**config.mk**
```make
export PLATFORM = sky130hd
export DESIGN_NAME = optical_run_length_preamble_detector
export DESIGN_NICKNAME = d
export VERILOG_FILES = /design/src/orpd_pkg.sv /design/src/optical_run_length_preamble_detector.sv
export VERILOG_INCLUDE_DIRS = /design/src /design/src/src
export SDC_FILE = /design/constraint.sdc
export NUM_CORES = 1
export LEC_CHECK = 0
export ABC_CLOCK_PERIOD_IN_PS = 11600
export BUFFER_PORTS_ARGS = -buffer_cell sky130_fd_sc_hd__buf_2
export CAP_MARGIN = 20
export CORE_MARGIN = 4
export CORE_UTILIZATION = 31
export DETAILED_ROUTE_END_ITERATION = 8
export GPL_TIMING_DRIVEN = 0
export SLEW_MARGIN = 25
export SYNTH_ARGS = -nofsm -noshare
export SYNTH_HDL_FRONTEND = slang
export SYNTH_SLANG_ARGS = --single-unit
```
**constraint.sdc**
```tcl
create_clock -name clk -period 11.6 [get_ports clk]
set_input_delay 1.74 -clock clk [delete_from_list [all_inputs] [get_ports clk]]
set_output_delay 1.74 -clock clk [all_outputs]
set_load 0.005 [all_outputs]
```
**src/assert_macros.svh**
```systemverilog
// ----------------------------------------------------------------------------
// assert_macros.svh
// Concurrent assertion wrappers on clk, with and without the reset gate.
// ----------------------------------------------------------------------------
`ifndef ASSERT_MACROS_SVH
`define ASSERT_MACROS_SVH

// Checked only outside reset.
`define ASSERT_CLK(label, prop, msg) \
  label: assert property (@(posedge clk) disable iff (rst) (prop)) else $error(msg);

// Checked at every edge, reset included.
`define ASSERT_ALWAYS(label, prop, msg) \
  label: assert property (@(posedge clk) (prop)) else $error(msg);

`endif

```
**src/orpd_pkg.sv**
```systemverilog
// ----------------------------------------------------------------------------
// orpd_pkg
// Types and constants for the optical run-length preamble detector.
// ----------------------------------------------------------------------------
package orpd_pkg;

  localparam int unsigned PREAMBLE_BITS = 8;

  // register indexes on the config port
  localparam logic [2:0] REG_THRESHOLD  = 3'd0;
  localparam logic [2:0] REG_MIN_RUN    = 3'd1;
  localparam logic [2:0] REG_MAX_RUN    = 3'd2;
  localparam logic [2:0] REG_MIN_DOUBLE = 3'd3;
  localparam logic [2:0] REG_MAX_DOUBLE = 3'd4;
  localparam logic [2:0] REG_PATTERN    = 3'd5;

  // status codes as reported in the result beat
  localparam logic [2:0] STATUS_IDLE     = 3'd0;
  localparam logic [2:0] STATUS_RECV     = 3'd1;
  localparam logic [2:0] STATUS_MATCHED  = 3'd2;
  localparam logic [2:0] STATUS_MISMATCH = 3'd3;
  localparam logic [2:0] STATUS_TIMING   = 3'd4;

  typedef enum logic [4:0] {
    PH_IDLE     = 5'b00001,
    PH_RECV     = 5'b00010,
    PH_MATCHED  = 5'b00100,
    PH_MISMATCH = 5'b01000,
    PH_TIMING   = 5'b10000
  } phase_t;

  typedef struct packed {
    logic [3:0] bits_matched;
    logic [1:0] bit_values;
    logic [1:0] new_bits;
    logic [2:0] status;
  } result_t;

  function automatic logic [2:0] status_code(phase_t ph);
    logic [2:0] code;
    case (ph)
      PH_RECV:     code = STATUS_RECV;
      PH_MATCHED:  code = STATUS_MATCHED;
      PH_MISMATCH: code = STATUS_MISMATCH;
      PH_TIMING:   code = STATUS_TIMING;
      default:     code = STATUS_IDLE;
    endcase
    return code;
  endfunction

endpackage

```
**src/optical_run_length_preamble_detector.sv**
```systemverilog
// ----------------------------------------------------------------------------
// optical_run_length_preamble_detector
// Thresholds light samples, decodes run lengths to bits, matches a preamble.
// ----------------------------------------------------------------------------
// One sample beat in gives one result beat out. A beat is taken into an input
// register, then run lengths, bit decode and pattern match are resolved
// combinationally into the result register. A new sample is taken every cycle
// as long as the result side keeps up. The result
// register frees the input side while a result still waits. Config writes are
// taken at once (cfg_ready is always high) and belong in idle periods only.
`include "assert_macros.svh"

module optical_run_length_preamble_detector (
  input  logic        clk,
  input  logic        rst,
  // sample input
  input  logic        s_tvalid,
  output logic        s_tready,
  input  logic [7:0]  s_tdata,   // [7:0] sample
  input  logic        s_tuser,   // [0] arm
  // results
  output logic        m_tvalid,
  input  logic        m_tready,
  output logic [15:0] m_tdata,   // [2:0] status, [4:3] new_bits, [6:5] bit_values,
                                 // [10:7] bits_matched, [15:11] zero
  // config writes
  input  logic        cfg_valid,
  output logic        cfg_ready,
  input  logic [2:0]  cfg_index,
  input  logic [7:0]  cfg_data
);

  // config registers
  logic [7:0] threshold;
  logic [3:0] min_run;
  logic [3:0] max_run;
  logic [7:0] min_double;
  logic [7:0] max_double;
  logic [7:0] expected_pattern;

  // input stage
  logic       in_valid;
  logic [7:0] in_sample;
  logic       in_arm;
  logic       advance;

  // detector state
  orpd_pkg::phase_t phase, phase_next;
  logic       seen_first_low, seen_first_low_next;
  logic [7:0] high_run, high_run_next;
  logic [3:0] low_run, low_run_next;
  logic [3:0] match_position, match_position_next;

  // result stage
  logic              out_valid;
  orpd_pkg::result_t result, result_next;

  logic       is_high;
  logic       timing_err;
  logic [1:0] nbits;
  logic [1:0] vals;
  logic [4:0] low_sum;

  assign cfg_ready = 1'b1;
  assign advance   = !out_valid || m_tready;
  assign s_tready  = !in_valid || advance;
  assign m_tvalid  = out_valid;
  assign m_tdata   = {5'b0, result};

  always_ff @(posedge clk) begin
    if (rst) begin
      threshold        <= 8'd154;
      min_run          <= 4'd4;
      max_run          <= 4'd6;
      min_double       <= 8'd8;
      max_double       <= 8'd12;
      expected_pattern <= 8'd86;
    end else if (cfg_valid && cfg_ready) begin
      case (cfg_index)
        orpd_pkg::REG_THRESHOLD:  threshold        <= cfg_data;
        orpd_pkg::REG_MIN_RUN:    min_run          <= cfg_data[3:0];
        orpd_pkg::REG_MAX_RUN:    max_run          <= cfg_data[3:0];
        orpd_pkg::REG_MIN_DOUBLE: min_double       <= cfg_data;
        orpd_pkg::REG_MAX_DOUBLE: max_double       <= cfg_data;
        orpd_pkg::REG_PATTERN:    expected_pattern <= cfg_data;
        default: ;
      endcase
    end
  end

  always_ff @(posedge clk) begin
    if (rst) begin
      in_valid <= 1'b0;
    end else if (s_tready) begin
      in_valid <= s_tvalid;
    end
  end

  always_ff @(posedge clk) begin
    if (s_tready && s_tvalid) begin
      in_sample <= s_tdata;
      in_arm    <= s_tuser;
    end
  end

  always_comb begin
    phase_next          = phase;
    seen_first_low_next = seen_first_low;
    high_run_next       = high_run;
    low_run_next        = low_run;
    match_position_next = match_position;
    nbits               = 2'd0;
    vals                = 2'd0;
    timing_err          = 1'b0;
    is_high             = in_sample > threshold;
    low_sum             = {1'b0, low_run} + 5'd1;

    if (in_arm) begin
      phase_next          = orpd_pkg::PH_RECV;
      seen_first_low_next = 1'b0;
      high_run_next       = 8'd0;
      low_run_next        = 4'd0;
      match_position_next = 4'd0;
    end else if (phase == orpd_pkg::PH_RECV) begin
      if (is_high) begin
        // leading light before the first dark sample is ignored
        if (seen_first_low) begin
          if (low_run >= min_run && low_run <= max_run) begin
            nbits        = 2'd1;
            vals         = 2'b00;
            low_run_next = 4'd0;
          end else if (low_run != 4'd0) begin
            timing_err = 1'b1;
          end
          if (high_run != 8'hFF) begin
            high_run_next = high_run + 8'd1;
          end
        end
      end else begin
        seen_first_low_next = 1'b1;
        if (high_run >= {4'b0, min_run} && high_run <= {4'b0, max_run}) begin
          nbits         = 2'd1;
          vals          = 2'b01;
          high_run_next = 8'd0;
        end else if (high_run >= min_double && high_run <= max_double) begin
          nbits         = 2'd2;
          vals          = 2'b11;
          high_run_next = 8'd0;
        end else if (high_run != 8'd0) begin
          timing_err = 1'b1;
        end
        if (low_sum > {1'b0, max_run}) begin
          timing_err = 1'b1;
        end
        low_run_next = low_sum[4] ? 4'hF : low_sum[3:0];
      end

      // first decoded bit
      if (nbits != 2'd0) begin
        if (expected_pattern[match_position[2:0]] != vals[0]) begin
          phase_next = orpd_pkg::PH_MISMATCH;
        end else begin
          match_position_next = match_position + 4'd1;
          if (match_position_next >= 4'(orpd_pkg::PREAMBLE_BITS)) begin
            phase_next = orpd_pkg::PH_MATCHED;
          end
        end
      end
      // second bit only counts if matching is still open
      if (nbits == 2'd2 && phase_next == orpd_pkg::PH_RECV) begin
        if (expected_pattern[match_position_next[2:0]] != vals[1]) begin
          phase_next = orpd_pkg::PH_MISMATCH;
        end else begin
          match_position_next = match_position_next + 4'd1;
          if (match_position_next >= 4'(orpd_pkg::PREAMBLE_BITS)) begin
            phase_next = orpd_pkg::PH_MATCHED;
          end
        end
      end
      if (timing_err && phase_next == orpd_pkg::PH_RECV) begin
        phase_next = orpd_pkg::PH_TIMING;
      end
    end

    result_next.status       = orpd_pkg::status_code(phase_next);
    result_next.new_bits     = nbits;
    result_next.bit_values   = vals;
    result_next.bits_matched = match_position_next;
  end

  always_ff @(posedge clk) begin
    if (rst) begin
      phase          <= orpd_pkg::PH_IDLE;
      seen_first_low <= 1'b0;
      high_run       <= 8'd0;
      low_run        <= 4'd0;
      match_position <= 4'd0;
      out_valid      <= 1'b0;
    end else begin
      if (advance) begin
        out_valid <= in_valid;
      end
      if (advance && in_valid) begin
        phase          <= phase_next;
        seen_first_low <= seen_first_low_next;
        high_run       <= high_run_next;
        low_run        <= low_run_next;
        match_position <= match_position_next;
      end
    end
  end

  always_ff @(posedge clk) begin
    if (advance && in_valid) begin
      result <= result_next;
    end
  end

  `ASSERT_CLK(a_pos_bound, match_position <= 4'(orpd_pkg::PREAMBLE_BITS), "match position past preamble length")
  `ASSERT_CLK(a_matched_full, phase == orpd_pkg::PH_MATCHED |-> match_position == 4'(orpd_pkg::PREAMBLE_BITS), "matched without full preamble")
  `ASSERT_CLK(a_double_ones, out_valid && result.new_bits == 2'd2 |-> result.bit_values == 2'b11, "double bit not two ones")
  `ASSERT_CLK(a_no_bits_zero, out_valid && result.new_bits == 2'd0 |-> result.bit_values == 2'b00, "bit values without decoded bits")
  `ASSERT_CLK(a_arm_starts, advance && in_valid && in_arm |=> phase == orpd_pkg::PH_RECV && match_position == 4'd0, "arm did not restart reception")

endmodule

```
Yosys cells after proc, flatten, opt, wreduce, memory -nomap -nowiden
Cells that the tools add are included.
{ "totals": {"out_inout_bits": 19, "ff_bits": 84, "in_bits": 25, "word_cells": 147} }
{ "op_classes": {"n_eq_ne": 20, "n_reduce_logical": 27, "bitwise": 1, "add_sub_neg": 4, "order_cmp": 12, "muxes": 64} }
{ "ops": {"columns": ["operator", "count"], "rows": [
  ["5-bit two-way mux", 13],
  ["4-bit two-way mux", 14],
  ["8-bit two-way mux", 7],
  ["5-bit by 2-bit == test with 1-bit output (second input constant)", 4],
  ["2-bit two-way mux", 10],
  ["1-bit two-way mux", 17],
  ["3-bit case mux with 4 select lines", 1],
  ["2-bit AND reduction", 6],
  ["4-bit by 1-bit adder with 4-bit output (second input constant)", 2],
  ["8-bit by 1-bit adder with 8-bit output (second input constant)", 1],
  ["4-bit >= comparator (second input constant)", 2],
  ["8-bit by 4-bit >= comparator with 1-bit output", 1],
  ["8-bit >= comparator", 1],
  ["8-bit > comparator", 1],
  ["8-bit by 4-bit less-or-equal comparator with 1-bit output", 1],
  ["8-bit less-or-equal comparator", 1],
  ["3-bit by 4-bit less-than comparator with 1-bit output (second input constant)", 2],
  ["8-bit inequality test (second input constant)", 1],
  ["4-bit nonzero test", 2],
  ["8-bit nonzero test", 1],
  ["1-bit logical AND", 7],
  ["1-bit binary-select mux with 3-bit select", 2],
  ["3-bit by 2-bit == test with 1-bit output (second input constant)", 2],
  ["3-bit == test (second input constant)", 2],
  ["22 further kinds", 27]
]} }

Logic depth before layout (Yosys ltp)
Gate-level depths: netlist (run 1).
{ "depth": {"word_depth": 26, "depth_mapped": 17, "ltp_nobuf": 15} }

Least setup slack after synthesis (run 1)
Ideal clock, no wire load.
{ "synth_path": {"path_kind": "reg2reg", "start": "register in_sample[3]", "end": "register match_position[0]", "t_required_ps": 11526, "stages_incl_launch_ff": 14, "period_less_slack_ps": 3775, "path_slack_ps": 7825, "n_path_buf": 0, "setup_ps": 74, "arrival_time_ps": 3701, "path_cell_list": "edfxtp_1 > ha_1 > and3_1 > or3b_1 > a22oi_2 > nor3_1 > a311oi_1 > nand3_1 > or4_1 > o31ai_2 > nor2_4 > a211o_1 > or4_1 > a31oi_1"} }
{ "synth_via": {"elab_chain_cells": 16, "word_cells_on_any_way": 28, "cone_classes": "1 x add/sub; 1 x order compare; 4 x eq/ne; 20 x mux; 2 x reduce/logical"} }
{ "synth_lines": {"columns": ["item", "line", "rtl"], "rows": [
  ["start: declaration", "optical_run_length_preamble_detector.sv:43", "logic [7:0] in_sample;"],
  ["start signal: assignment", "optical_run_length_preamble_detector.sv:101", "in_sample <= s_tdata;"],
  ["8-bit > comparator *", "optical_run_length_preamble_detector.sv:115", "is_high = in_sample > threshold;"],
  ["2-bit two-way mux", "optical_run_length_preamble_detector.sv:125", "if (is_high) begin"],
  ["2-bit two-way mux", "optical_run_length_preamble_detector.sv:124", "end else if (phase == orpd_pkg::PH_RECV) begin"],
  ["2-bit two-way mux", "optical_run_length_preamble_detector.sv:118", "if (in_arm) begin"],
  ["1-bit inequality test", "optical_run_length_preamble_detector.sv:160", "if (expected_pattern[match_position[2:0]] != vals[0]) begin"],
  ["4-bit two-way mux", "optical_run_length_preamble_detector.sv:160", null],
  ["4-bit two-way mux", "optical_run_length_preamble_detector.sv:159", "if (nbits != 2'd0) begin"],
  ["4-bit two-way mux", "optical_run_length_preamble_detector.sv:124", null],
  ["4-bit two-way mux", "optical_run_length_preamble_detector.sv:118", null],
  ["1-bit binary-select mux with 3-bit select", "optical_run_length_preamble_detector.sv:171", "if (expected_pattern[match_position_next[2:0]] != vals[1]) begin"],
  ["1-bit two-way mux (implied by the code)", "optical_run_length_preamble_detector.sv:171", null],
  ["1-bit inequality test", "optical_run_length_preamble_detector.sv:171", null],
  ["4-bit two-way mux", "optical_run_length_preamble_detector.sv:171", null],
  ["4-bit two-way mux *", "optical_run_length_preamble_detector.sv:170", "if (nbits == 2'd2 && phase_next == orpd_pkg::PH_RECV) begin"],
  ["4-bit two-way mux *", "optical_run_length_preamble_detector.sv:124", null],
  ["4-bit two-way mux *", "optical_run_length_preamble_detector.sv:118", null],
  ["end signal: assignment", "optical_run_length_preamble_detector.sv:208", "match_position <= match_position_next;"],
  ["end: declaration", "optical_run_length_preamble_detector.sv:52", "logic [3:0] match_position, match_position_next;"]
]} }
Mark *: on every way between the ends. The rest lies on a longest branch, timed or not. The select of a mux whose other input is x is not followed.
A chain may end at the register's enable or synchronous reset.

==> impl_metrics.toml, run 1 <==
[floorplanning]
die_width_um = 139
dieHeight_um = 139
fp.dieArea_um2 = 19400
ios = 44
initial_core_util = 0.319
coreArea_um2 = 16800
rows = 47

[cells_and_area]
drive_above_1_share = 0.105
stdcell_area_um2 = 6140
area_growth_pct = 14.7
layout_common_cells = "nand2_1 (99), dfxtp_1 (64), a21oi_1 (55), nor2_1 (53), ha_1 (50)"
finalNonFillerCells = 927
diodes = 0
final_common_cell = "nand2_1"
nets = 777
n_fill_cell = 1760

[global_route]
grt_max_degree = 18
grt_overflow = 0
antenna_found_initial = 0
grt_pass1_vias = 4605
grtUsageTotal = 0.156
grt_pass1_wl_um = 24500

[worst_setup_path]
cpPeakStageDelay_ns = 0.48
path_class = "reg2reg"
cp-end-kind = "flop"
worstSetupStartpoint = "high_run[0]$_SDFFE_PP0P_"
crit_slowest_cell = "o21ai_0"
crit_chain = "inv_1 -> ha_1 -> nand2b_1 -> a2111oi_0 -> o31ai_1 -> o211ai_1 -> a21oi_1 -> o21ai_0 -> and3_1 -> and2_1 -> clkbuf_1 -> o31ai_1 -> a41o_1 -> a21o_1 -> nor4b_1"
cp-start-kind = "flop"
r2r-start = "high_run[0]$_SDFFE_PP0P_"
cp_common_cell = "o31ai_1"
crit_arrival_ns = 4.74
critPathRequiredTime_ns = 11.77
path_max_fanout = 8

[power_and_ir_drop]
p_leak_nw = 2.43
power.total_w = 0.000684
ir_worst_vdd_mv = 0.0763
powerDensity_nw_per_um2 = 111

[clock_tree]
cts.hold.buffers_added = 0
clock_sinks = 83
clk_pin_slew_ns = 0.07
h-tree-depth = 3
cts_resized = 0
clock_latency_ns = 0.35
postCtsSetupRepairBufs = 0
cts_tree = "done"
cts_made_buffers = 9
clockRootBuffer = "clkbuf_16"
cts_buffer_depth = 2

[drt]
vias_per_cell = 5.25
postRouteAntennaNets = 0
drc_errors = 0
wl_per_cell_um = 16.0
dr.first_iter.drc_count = 408
vias = 4867
dr.pass1.iters = 5
drt_wl_total_um = 14900

[placed_design]
place_congestion = 0.919
numPortBuffers = 35
place_ws_ns = 7.15
dp_hpwl_um = 11000
placed_cell_area_um2 = 5820
dp_cells = 911

[sta]
relSlewSlack = 0.360
rsz0062_at_grt = "false"
period_share = 0.395
finalHoldViolCount = 0
fmax_mhz = 218
slew_viol_final = 0
worstMarginPinSlew_ns = 0.953
fin_crit_ns = 4.58
setup_slack_ns = 7.02
finalSetupViolations = 0
finClkSkew_ns = 0.00908
finalSetupTns_ns = 0

[run]
drv_cap = 0

[synth]
async_flop_share = 0
synth_area_per_cell_um2 = 8.21
syn_inst = 652
yosysUniqueCellTypes = 71
ys_ff_latch = 83
ys_seq_area_frac = 0.346
synthFlopType = "dfxtp_1"
synth-edff-count = 19
synth_area_um2 = 5350
ys_warn_count = 0

[status]
run_status = "completed"

[min_path]
hp-start = "min_double[4]$_SDFFE_PP0P_"
min_path_type = "reg2reg"
## where the power goes
| part | switching, W | internal (W) |
|---|---|---|
| Combinational | 0.0000450 | 0.0000232 |
| Clock | 0.000135 | 0.000173 |
| Sequential | 0.00000428 | 0.000303 |
## metal layers
metal / global-route usage / share of wire
met5: 0 / 0
met4: 0.0752 / 0.032
met3: 0.0312 / 0.060
met2: 0.225 / 0.43
met1: 0.221 / 0.48
## Yosys cell counts (all sizes together) (3+ instances only)
cell,n,share of area
o2111ai,3,0.0049
and2,4,0.0047
a32oi,3,0.0049
nand3,29,0.027
xnor2,9,0.015
xor2,4,0.0065
mux2i,11,0.021
a31oi,4,0.0047
nor4,4,0.0075
a41oi,4,0.0065
o22ai,4,0.0047
o31ai,7,0.011
nor2,54,0.039
nand4,7,0.0082
o211ai,12,0.017
a211o,3,0.0049
buf,8,0.011
clkbuf,25,0.018
nor3,11,0.010
o21ai,24,0.022
nand2,99,0.069
nand2b,6,0.0070
a21o,4,0.0056
edfxtp,19,0.11
mux2,4,0.0091
nand3b,3,0.0042
ha,50,0.12
nor2b,7,0.0082
dfxtp,64,0.24
or3,3,0.0035
or4,3,0.0042
and3,10,0.012
a211oi,7,0.0098
o21a,4,0.0056
a21oi,55,0.051
inv,47,0.033
## logic make-up after synthesis
logic type / count (synthesis) / synth area share
simple gates: 244 / 0.211
compound gates: 162 / 0.203
flops: 83 / 0.346
buf+inv: 81 / 0.0617
fa+ha+maj: 50 / 0.117
mux: 17 / 0.0381
xor+xnor: 13 / 0.0213
other cells: 2 / 0.00140
## critical path, delay by kind of cell (launching register included)
| family | cells | cell delay [ns] |
|---|---|---|
| compound gates | 8 | 2.34 |
| fa+ha+maj | 1 | 0.30 |
| buf+inv | 2 | 0.48 |
| simple gates | 4 | 0.87 |
| flops | 1 | 0.39 |
## worst paths after layout
check | to | slack [ns] | cells after the start
setup / recovery | m_tdata[1]$_DFFE_PP_ | 7.02 | 15
hold / removal | min_double[4]$_SDFFE_PP0P_ | 0.46 | 2
setup reg to reg | m_tdata[1]$_DFFE_PP_ | 7.02 | 15
hold reg to reg | min_double[4]$_SDFFE_PP0P_ | 0.46 | 2
## final cells by class
type / instances / area [um^2] / share of cell area
Clock inverter: 7 / 92.6 / 0.0151
Multi-Input combinational cell: 492 / 3190 / 0.519
Sequential cell: 83 / 1850 / 0.302
Tap cell: 220 / 275 / 0.0448
Buffer: 33 / 150 / 0.0245
Timing Repair Buffer: 35 / 175 / 0.0285
Inverter: 48 / 180 / 0.0294
Clock buffer: 9 / 225 / 0.0367
## per-stage QoR
step	util	hold slack [ns]
floorplan	-	0.436
global placement	0.347	0.442
detailed placement	0.347	0.449
CTS	0.366	0.460
global route	0.366	0.480
finish	0.366	0.456
## state kept, by name, indices dropped and copies added, names as in the netlist
| register | flops |
|---|---|
| in_arm | 1 |
| max_run | 4 |
| min_run | 4 |
| threshold | 8 |
| match_position | 4 |
| in_valid | 1 |
| m_tvalid | 1 |
| seen_first_low | 1 |
| max_double | 8 |
| in_sample | 8 |
| m_tdata | 10 |
| high_run | 8 |
| low_run | 4 |
| min_double | 8 |
| phase | 5 |
| expected_pattern | 8 |
Note: power is estimated with default switching activity, not from simulation.
==> inputs of run 2 (changes only) <==
ABC_CLOCK_PERIOD_IN_PS = 4200   (was 11600)
clock period = 4.2 ns   (was 11.6 ns; I/O delays follow)
==> run 2 against run 1 <==
Worst setup slack lost 7.0 ns. Combinational power grew to 3.0 times the previous value. Highest routed layer unchanged. Total power grew to 2.8 times the previous value. Clock power grew to 2.8 times the previous value.
==> impl_metrics.toml, run 2 (synthesis results as in run 1) <==
[drt]
dr.first_iter.drc_count = 466
vias_per_cell = 5.30
drt_wl_total_um = 15200
vias = 4963
wl_per_cell_um = 16.2
drc_errors = 0
dr.pass1.iters = 5
postRouteAntennaNets = 0

[worst_setup_path]
crit_arrival_ns = 4.41
worstSetupStartpoint = "threshold[1]$_SDFFE_PP1P_"
cp-end-kind = "flop"
path_class = "reg2reg"
r2r-start = "threshold[1]$_SDFFE_PP1P_"
cp-start-kind = "flop"
critPathRequiredTime_ns = 4.48
r2r_cells = 16
r2r_slack_ns = 0.07
regToRegEndpoint = "match_position[0]$_SDFFE_PP0P_"
path_max_fanout = 10

[global_route]
grt_pass1_vias = 4637
grt_pass1_wl_um = 24600
grtUsageTotal = 0.156
antenna_found_initial = 0
grt_overflow = 0
grt_max_degree = 18

[cells_and_area]
fin_util = 0.375
n_fill_cell = 1752
diodes = 0
regArea_um2 = 1850
layout_common_cells = "nand2_1 (99), dfxtp_1 (63), a21oi_1 (53), nor2_1 (52), ha_1 (50)"
nets = 786
final_common_cell = "nand2_1"
area_growth_pct = 17.5
largest_register_ffs = 10
drive_above_1_share = 0.138
stdcell_area_um2 = 6290
multiInputGateArea_um2 = 3250

[floorplanning]
ios = 44
coreArea_um2 = 16800
die_width_um = 139
fp.dieArea_um2 = 19400
dieHeight_um = 139
initial_core_util = 0.319
rows = 47

[power_and_ir_drop]
p_leak_nw = 2.50
power.total_w = 0.00191
powerDensity_nw_per_um2 = 303
ir_worst_vdd_mv = 0.211

[placed_design]
dp_hpwl_um = 11000
numPortBuffers = 35
placed_cell_area_um2 = 5820
place_congestion = 0.919

[sta]
slew_viol_final = 0
worstMarginPinSlew_ns = 0.970
finalHoldViolCount = 0
period_share = 0.983
finalSetupViolations = 0
finalSetupTns_ns = 0
relSlewSlack = 0.348
fin_crit_ns = 4.13
fmax_mhz = 242
fin_hold_ws_ns = 0.444
finClkSkew_ns = 0.00883
rsz0062_at_grt = "true"

[min_path]
min_path_type = "in2reg"
hp-start = "s_tdata[4]"
min_path_cells = 1
hold_end = "in_sample[4]$_DFFE_PP_"

[clock_tree]
cts_made_buffers = 9
clk_pin_slew_ns = 0.07
clock_sinks = 83
h-tree-depth = 3
cts_buffer_depth = 2
clock_latency_ns = 0.36
cts.hold.buffers_added = 0
clockRootBuffer = "clkbuf_16"
cts_tree = "done"

[status]
run_status = "completed"

[run]
drv_cap = 0
run 2: area by class of cell:
| type | instances | share of cell area |
|---|---|---|
| timing repair buffer | 46 | 0.0410 |
| multi-input combinational | 492 | 0.518 |
| buffer | 31 | 0.0235 |
| clock inverter | 7 | 0.0147 |
| inverter | 48 | 0.0287 |
| tap | 220 | 0.0438 |
| sequential | 83 | 0.295 |
| clock buffer | 9 | 0.0358 |
run 2: through the flow:
step / std cells / setup WS (ns)
global route: 936 / -0.101
finish: 936 / 0.0702
detailed placement: 911 / -0.245
global placement: 911 / -0.234
CTS: 932 / 0.0134
floorplan: 656 / 0.425
run 2: worst max path at each step:
stage / slack (ns) / endpoint / cells after the start
global route: -0.10 / match_position[0]$_SDFFE_PP0P_ / 14
detailed placement: -0.25 / m_tdata[1]$_DFFE_PP_ / 15
finish: 0.07 / match_position[0]$_SDFFE_PP0P_ / 16
CTS: 0.01 / m_tdata[1]$_DFFE_PP_ / 17
floorplan: 0.42 / match_position[0]$_SDFFE_PP0P_ / 13
global placement: -0.23 / m_tdata[1]$_DFFE_PP_ / 15
run 2: metal layers:
layer  part of all wire  global-route usage  wire [um]
met4              0.032              0.0752        491
met2               0.43               0.227       6510
met3              0.060              0.0298        907
met1               0.48               0.222       7260
met5                  0                   0          0
run 2: worst max-delay path: stages (launching register included):
cell      delay, ns
dfxtp_1        0.35
inv_1          0.06
ha_1           0.28
and3_1         0.21
or3b_1         0.20
a22oi_2        0.07
buf_4          0.17
buf_4          0.14
nor4_4         0.34
a211oi_1       0.10
or4_1          0.54
or4_4          0.51
o31ai_4        0.11
nor2_4         0.12
a211o_1        0.32
or4_1          0.40
a31oi_1        0.13
run 2: what timing repair did:
item	CTS	global route
setup endpoints to repair	8	14
setup buffers	6	5
gates resized for setup	7	16
pin swaps	3	8
run 2: power by group:
group / internal, W / switching, W / total, W
Sequential: 0.000837 / 0.0000118 / 0.000849
Clock: 0.000479 / 0.000376 / 0.000855
Combinational: 0.0000735 / 0.000130 / 0.000204
Total: 0.00139 / 0.000518 / 0.00191
==> inputs of run 3 (changes only) <==
CTS_BUF_LIST = sky130_fd_sc_hd__clkbuf_8   (was not set)
==> run 3 against run 2 <==
Critical path depth decreased by 1. Fmax increased by 1.3%. Worst setup slack improved by 0.053 ns. Sequential share of layout area increased by 0.32 points. Combinational power about the same. Count of clock-buffer cells in the layout unchanged. Critical path type unchanged. Critical endpoint is now m_tdata[1]$_DFFE_PP_.
==> impl_metrics.toml, run 3 (synthesis results as in run 1) <==
[sta]
relSlewSlack = 0.350
finClkSkew_ns = 0.0107
period_share = 0.971
setup_slack_ns = 0.123
finalHoldViolCount = 0
finalSetupViolations = 0
finalSetupTns_ns = 0
fin_crit_ns = 4.08
slew_viol_final = 0
fmax_mhz = 245
worstMarginPinSlew_ns = 0.967

[power_and_ir_drop]
p_leak_nw = 2.48
powerDensity_nw_per_um2 = 273
ir_worst_vdd_mv = 0.180

[placed_design]
placed_cell_area_um2 = 5820
numPortBuffers = 35
place_ws_ns = -0.245
place_congestion = 0.919
dp_hpwl_um = 11000

[drt]
postRouteAntennaNets = 0
dr.pass1.iters = 5
vias_per_cell = 5.29
drc_errors = 0
drt_wl_total_um = 15100
wl_per_cell_um = 16.1
vias = 4977
dr.first_iter.drc_count = 447

[clock_tree]
h-tree-depth = 3
cts.hold.buffers_added = 0
clk_pin_slew_ns = 0.10
cts_made_buffers = 9
cts_buffer_depth = 2
cts_tree = "done"
clockRootBuffer = "clkbuf_8"
clock_latency_ns = 0.39
clock_sinks = 83

[cells_and_area]
drive_above_1_share = 0.157
area_growth_pct = 16.6
nets = 790
layout_common_cells = "nand2_1 (99), dfxtp_1 (59), a21oi_1 (53), nor2_1 (52), ha_1 (50)"
final_common_cell = "nand2_1"
diodes = 0
fin_util = 0.372
stdcell_area_um2 = 6240
n_fill_cell = 1767
largest_register_ffs = 10

[global_route]
grt_pass1_vias = 4607
grtUsageTotal = 0.155
met3_usage = 0.0281
grt_max_degree = 18
grt_overflow = 0
use_met1 = 0.224
antenna_found_initial = 0
grt_use_met2 = 0.224
busiest_layer = "met2"
grt_pass1_wl_um = 24400

[worst_setup_path]
cp_common_cell = "buf_4"
crit_slowest_cell = "or4_1"
cpPeakStageDelay_ns = 0.56
crit_chain = "ha_1 -> nand4_1 -> a21oi_2 -> a22oi_2 -> buf_4 -> buf_4 -> nor4_4 -> a211oi_1 -> or4_1 -> or4_4 -> o31ai_4 -> o31ai_1 -> a41o_1 -> a21o_1 -> nor4b_1"
cp-start-kind = "flop"
path_class = "reg2reg"
cp-end-kind = "flop"
critPathRequiredTime_ns = 4.40
path_max_fanout = 5
crit_arrival_ns = 4.28
r2r_slack_ns = 0.12

[floorplanning]
fp.dieArea_um2 = 19400
coreArea_um2 = 16800
initial_core_util = 0.319
die_width_um = 139
dieHeight_um = 139
rows = 47
ios = 44

[status]
run_status = "completed"

[min_path]
min_path_type = "in2reg"

[run]
drv_cap = 0
[run 3: cell count changes in the layout (fill, tap and decap cells not counted), sizes merged]
cell and delta:
buf +6, clkbuf -2
[run 3: timing repair]
| item | 4_1_cts | 5_1_grt |
|---|---|---|
| cloned | 0 | 0 |
| buffers inserted | 6 | 9 |
| pin swaps | 3 | 12 |
| resized for setup | 7 | 27 |
| endpoints found under the setup margin | 7 | 11 |
[run 3: per-layer routing]
layer | part of all wire | up-vias | wire (um)
met2 | 0.43 | 199 | 6550
li1 | - | 2458 | -
met1 | 0.47 | 2286 | 7160
met4 | 0.029 | 0 | 440
met3 | 0.066 | 34 | 996
met5 | 0 | - | 0
[run 3: cell type report]
type                    count  area, um^2  share of cell area
clock inverters             7        92.6              0.0148
clock buffers               9         124              0.0199
repair buffers             50         288              0.0461
plain buffers              31         148              0.0237
well taps                 220         275              0.0441
flip-flops and latches     83        1860               0.298
multi-input cells         492        3270               0.524
inverters                  48         180              0.0289
[run 3: final timing paths]
path	start	to	cells past startpoint
max	in_sample[7]$_DFFE_PP_	m_tdata[1]$_DFFE_PP_	15
min	s_tdata[6]	in_sample[6]$_DFFE_PP_	1
max reg2reg	in_sample[7]$_DFFE_PP_	m_tdata[1]$_DFFE_PP_	15
min reg2reg	min_double[4]$_SDFFE_PP0P_	min_double[4]$_SDFFE_PP0P_	2
[run 3: critical path, delay by kind of cell (launching register included)]
kind / cells / cell delay, ns
AO/OA/AOI/OAI: 7 / 1.05
adder cells (fa/ha/maj): 1 / 0.32
buffers and inverters: 2 / 0.31
flip-flops: 1 / 0.38
AND/OR/NAND/NOR: 5 / 1.82
[run 3: through the flow]
step	hold slack [ns]	power [W]	instances
final	0.412	0.00170	940
after detailed placement	0.449	0.00105	911
after floorplan	0.436	0.000984	656
after CTS	0.388	0.00171	932
after global placement	0.442	0.00105	911
after global routing	0.390	0.00178	940
[run 3: where the power goes]
group / internal, W / switching (W)
clock network: 0.000293 / 0.000353
logic: 0.0000761 / 0.000131
registers: 0.000837 / 0.0000116
